$ cat config.mk
export PLATFORM = sky130hd
export DESIGN_NAME = shand_round
export DESIGN_NICKNAME = d
export VERILOG_FILES = /design/src/hw/rtl/shand_pkg.sv /design/src/hw/rtl/shand_round.sv
export SDC_FILE = /design/constraint.sdc
export NUM_CORES = 1
export LEC_CHECK = 0
export BUFFER_PORTS_ARGS = -buffer_cell sky130_fd_sc_hd__buf_2
export CORE_AREA = 2 2 601 603
export DETAILED_ROUTE_END_ITERATION = 7
export DIE_AREA = 0 0 603 605
export GPL_TIMING_DRIVEN = 0
export PLACE_DENSITY_LB_ADDON = 0.12
export SLEW_MARGIN = 20
export SYNTH_ARGS = -nofsm -noshare
export SYNTH_HDL_FRONTEND = slang
export SYNTH_SLANG_ARGS = --single-unit
$ cat constraint.sdc
create_clock -name i_clk -period 10.2 [get_ports i_clk]
set_input_delay 1.53 -clock i_clk [delete_from_list [all_inputs] [get_ports i_clk]]
set_output_delay 1.53 -clock i_clk [all_outputs]
set_load 0.005 [all_outputs]
$ cat src/hw/rtl/shand_pkg.sv
// Package with SHA-256 constants, types and round functions for the nonce check.
`timescale 1ns / 1ps
package shand_pkg;

    localparam int MSG_BYTES_DEF = 32;
    localparam int MSG_BYTES_MIN = 8;
    localparam int CFG_W = 64;
    localparam int CFG_IDX_W = 3;
    localparam int NONCE_W = 64;
    localparam int ROUNDS = 64;
    localparam int DIGEST_NIB = 32;

    localparam logic [CFG_IDX_W-1:0] REG_MSG0 = 3'd0;
    localparam logic [CFG_IDX_W-1:0] REG_MSG1 = 3'd1;
    localparam logic [CFG_IDX_W-1:0] REG_MSG2 = 3'd2;
    localparam logic [CFG_IDX_W-1:0] REG_MSG3 = 3'd3;
    localparam logic [CFG_IDX_W-1:0] REG_LEN  = 3'd4;
    localparam logic [CFG_IDX_W-1:0] REG_ZNIB = 3'd5;

    typedef logic [31:0] t_word;
    typedef t_word t_state [8];
    typedef t_word t_sched [16];

    localparam t_word ROUND_K [64] = '{
        32'h428a2f98, 32'h71374491, 32'hb5c0fbcf, 32'he9b5dba5,
        32'h3956c25b, 32'h59f111f1, 32'h923f82a4, 32'hab1c5ed5,
        32'hd807aa98, 32'h12835b01, 32'h243185be, 32'h550c7dc3,
        32'h72be5d74, 32'h80deb1fe, 32'h9bdc06a7, 32'hc19bf174,
        32'he49b69c1, 32'hefbe4786, 32'h0fc19dc6, 32'h240ca1cc,
        32'h2de92c6f, 32'h4a7484aa, 32'h5cb0a9dc, 32'h76f988da,
        32'h983e5152, 32'ha831c66d, 32'hb00327c8, 32'hbf597fc7,
        32'hc6e00bf3, 32'hd5a79147, 32'h06ca6351, 32'h14292967,
        32'h27b70a85, 32'h2e1b2138, 32'h4d2c6dfc, 32'h53380d13,
        32'h650a7354, 32'h766a0abb, 32'h81c2c92e, 32'h92722c85,
        32'ha2bfe8a1, 32'ha81a664b, 32'hc24b8b70, 32'hc76c51a3,
        32'hd192e819, 32'hd6990624, 32'hf40e3585, 32'h106aa070,
        32'h19a4c116, 32'h1e376c08, 32'h2748774c, 32'h34b0bcb5,
        32'h391c0cb3, 32'h4ed8aa4a, 32'h5b9cca4f, 32'h682e6ff3,
        32'h748f82ee, 32'h78a5636f, 32'h84c87814, 32'h8cc70208,
        32'h90befffa, 32'ha4506ceb, 32'hbef9a3f7, 32'hc67178f2
    };

    localparam t_word INIT_H [8] = '{
        32'h6a09e667, 32'hbb67ae85, 32'h3c6ef372, 32'ha54ff53a,
        32'h510e527f, 32'h9b05688c, 32'h1f83d9ab, 32'h5be0cd19
    };

    function automatic t_word rotr(input t_word x, input int n);
        rotr = (x >> n) | (x << (32 - n));
    endfunction

    function automatic t_word ssig0(input t_word x);
        ssig0 = rotr(x, 7) ^ rotr(x, 18) ^ (x >> 3);
    endfunction

    function automatic t_word ssig1(input t_word x);
        ssig1 = rotr(x, 17) ^ rotr(x, 19) ^ (x >> 10);
    endfunction

    function automatic t_word bsig0(input t_word x);
        bsig0 = rotr(x, 2) ^ rotr(x, 13) ^ rotr(x, 22);
    endfunction

    function automatic t_word bsig1(input t_word x);
        bsig1 = rotr(x, 6) ^ rotr(x, 11) ^ rotr(x, 25);
    endfunction

endpackage

$ cat src/hw/rtl/shand_round.sv
// One SHA-256 round stage with its rolling message schedule window.
`timescale 1ns / 1ps
module shand_round
    import shand_pkg::*;
#(
    parameter int RoundIdx = 0
) (
    input  logic    i_clk,
    input  logic    i_en,
    input  t_state  i_v,
    input  t_sched  i_w,
    output t_state  o_v,
    output t_sched  o_w
);

    t_word  t1;
    t_word  t2;
    t_state n_v;
    t_sched n_w;
    t_state r_v;
    t_sched r_w;

    always_comb begin
        t1 = i_v[7] + bsig1(i_v[4]) + ((i_v[4] & i_v[5]) ^ (~i_v[4] & i_v[6]))
             + ROUND_K[RoundIdx] + i_w[0];
        t2 = bsig0(i_v[0]) + ((i_v[0] & i_v[1]) ^ (i_v[0] & i_v[2]) ^ (i_v[1] & i_v[2]));
        n_v[0] = t1 + t2;
        n_v[1] = i_v[0];
        n_v[2] = i_v[1];
        n_v[3] = i_v[2];
        n_v[4] = i_v[3] + t1;
        n_v[5] = i_v[4];
        n_v[6] = i_v[5];
        n_v[7] = i_v[6];
        // The window slides by one; the new tail is w[t+16].
        for (int j = 0; j < 15; j++) begin
            n_w[j] = i_w[j+1];
        end
        n_w[15] = i_w[0] + ssig0(i_w[1]) + i_w[9] + ssig1(i_w[14]);
    end

    always_ff @(posedge i_clk) begin
        if (i_en) begin
            r_v <= n_v;
            r_w <= n_w;
        end
    end

    assign o_v = r_v;
    assign o_w = r_w;

endmodule

==> impl_metrics.tcl <==
set metrics [dict create \
    p_per_area_nw_per_um2 340 \
    grt_start_max_net_pins 127 \
    syn_nets 3498 \
    synth_top_area_share_pct 62.9 \
    cp-end-kind "flip-flop" \
    drtIter0Drc 1291 \
    grt_pass1_vias 29100 \
    worstMarginPinSlew_ps 923 \
    required_ps 10750 \
    drc_errors 0 \
    rsz0062_at_grt "false" \
    drtPass1Iterations 5 \
    slew_violations 0 \
    arrival_ps 9960 \
    ys.flop_type "edfxtp_1" \
    design_area_um2 54400 \
    yosys-top-cells-area "edfxtp_1, fa_1, xnor2_1" \
    layout.nets 5163 \
    clock.fmax_ghz 0.106 \
    relSlewSlack_pct 36.7 \
    grt_overflow 0 \
    routed_via_density 3.02 \
    crit_fanout 4 \
    hold_viol 0 \
    crit_slowest_cell "a211oi_2" \
    die_h_um 605 \
    synth_most_common_cell "edfxtp_1" \
    wl_per_cell_um 29.2 \
    yosysSeqAreaShare_pct 62.9 \
    cts_root_buffer "clkbuf_16" \
    placed_area_um2 50600 \
    synthArstFlopShare_pct 0 \
    die_w_um 603 \
    hp-class "in2reg" \
    period_needed_ps 9420 \
    clk_path_buf_depth 4 \
    synthDistinctLibCells 78 \
    clock_sinks 768 \
    ant_nets 0 \
    synth.avg_cell_area_um2 15.1 \
    setup-violations-final 0 \
    place_hpwl_mm 227 \
    syn_to_final_growth_pct 48.4 \
    ctsResizeCount 0 \
    dieArea_um2 365000 \
    io_buffer_count 1537 \
    synthCells 2419 \
    core-area_um2 358000 \
    antenna_found_initial 164 \
    syn-cell-area_um2 36600 \
    fin_hold_ws_ps 815 \
    gp_congestion 0.786 \
    grt_pass1_wl_mm 322 \
    status "finished clean" \
    cts_setup_buffers 0 \
    ys_top_cells_by_count "edfxtp_1, inv_1, xnor2_1" \
    yosysWarnings 0 \
    cp_slowest_stage_delay_ps 670 \
    drt-total-wl_mm 262 \
    io_pins 1538 \
    cellLeakagePower_uw 0.0223 \
    start_kind "primary input" \
    htree_levels 3 \
    start_util_pct 10.2 \
    cts.hold.buffers_added 0 \
    cap_viol_max_count 0 \
    ir_drop_uv 185 \
    worst-path-buf-inv 4 \
    rows 220 \
    grt_usage_pct 13.8 \
    vias 27100 \
    synth_top_area_cell "edfxtp_1" \
    cp_top_family "compound AO/OA/AOI/OAI gates" \
    cts_tree "done" \
    cts.clk_slew.worst_paths_ps 60 \
    path_class "in2reg" \
    tns_ps 0 \
    layout-drive-gt1-share_pct 42.6 \
    fillCellCount 40200 \
    ys_ff_latch 768 \
    finalCritPeriodShare_pct 92.3 \
    numCtsBuffers 113 \
    synth-edff-count 768 \
]
[placed cells by master (no fill, tap or decap), types with 18 or more instances in the layout]
master     count
buf_2       1537
edfxtp_1     768
inv_1        330
xnor2_1      219
fa_1         157
ha_1         152
xor2_1       132
clkbuf_16    113
a21oi_1       96
a21o_1        72
nor2_1        68
o21ai_0       63
nand2_1       37
diode_2       35
clkbuf_1      29
o21a_1        27
mux2_2        24
nand3_1       23
clkinv_1      18
[through the flow]
step	cells	setup WS (ps)	total power (µW)	util (%)
floorplan	2419	2390	10700	-
global placement	8729	-7490	15100	14.0
detailed placement	8742	-441	15000	14.1
CTS	8946	438	19200	15.2
global route	8954	175	20100	15.2
finish	8981	782	18500	15.2
[sequential cells by signal, summed over array words and instances (netlist names)]
register	count
o_v	256
o_w	512
[routing by layer]
layer	part of all wire (%)	wire [µm]	vias up	track usage, %
met5	0.25	668	-	0
met1	30	77900	13400	11.8
met2	58	153000	1176	28.8
li1	-	-	12000	-
met4	4.4	11600	104	5.44
met3	7.2	18800	425	4.24
[power by group]
group	switching, µW	leakage, µW	internal, µW
logic	6240	0.0130	3740
registers	113	0.00752	4390
clock network	1700	0.00175	2320
[cell families (layout without fill, tap and decap cells)]
family	Yosys count	count (layout)	synth area share, %
other	0	35	0
buffers and inverters	341	2095	3.49
AOI/OAI and AO/OA	375	375	6.88
xor gates and xnor gates	357	357	8.57
muxes	37	37	1.10
and+or+nand+nor	229	229	3.18
adders and majority gates	312	312	13.8
DFF	768	768	62.9
[worst paths after layout]
kind / start / to / slack [ps] / cells after the start
hold / removal: i_w[242] / o_w[274] / 820 / 1
setup / recovery: i_v[112] / o_v[255] / 780 / 30
[layout make-up]
class	instances	area, µm²	share of cell area, %
inverter	330	1240	2.28
buffer	11	41.3	0.0759
sequential	768	23100	42.4
antenna	35	87.6	0.161
timing repair buffer	1550	7960	14.6
tap	4773	5970	11.0
multi-input combinational	1310	12400	22.7
clock inverter	72	759	1.40
clock buffer	132	2900	5.33
(Power assumes the default switching activity.)
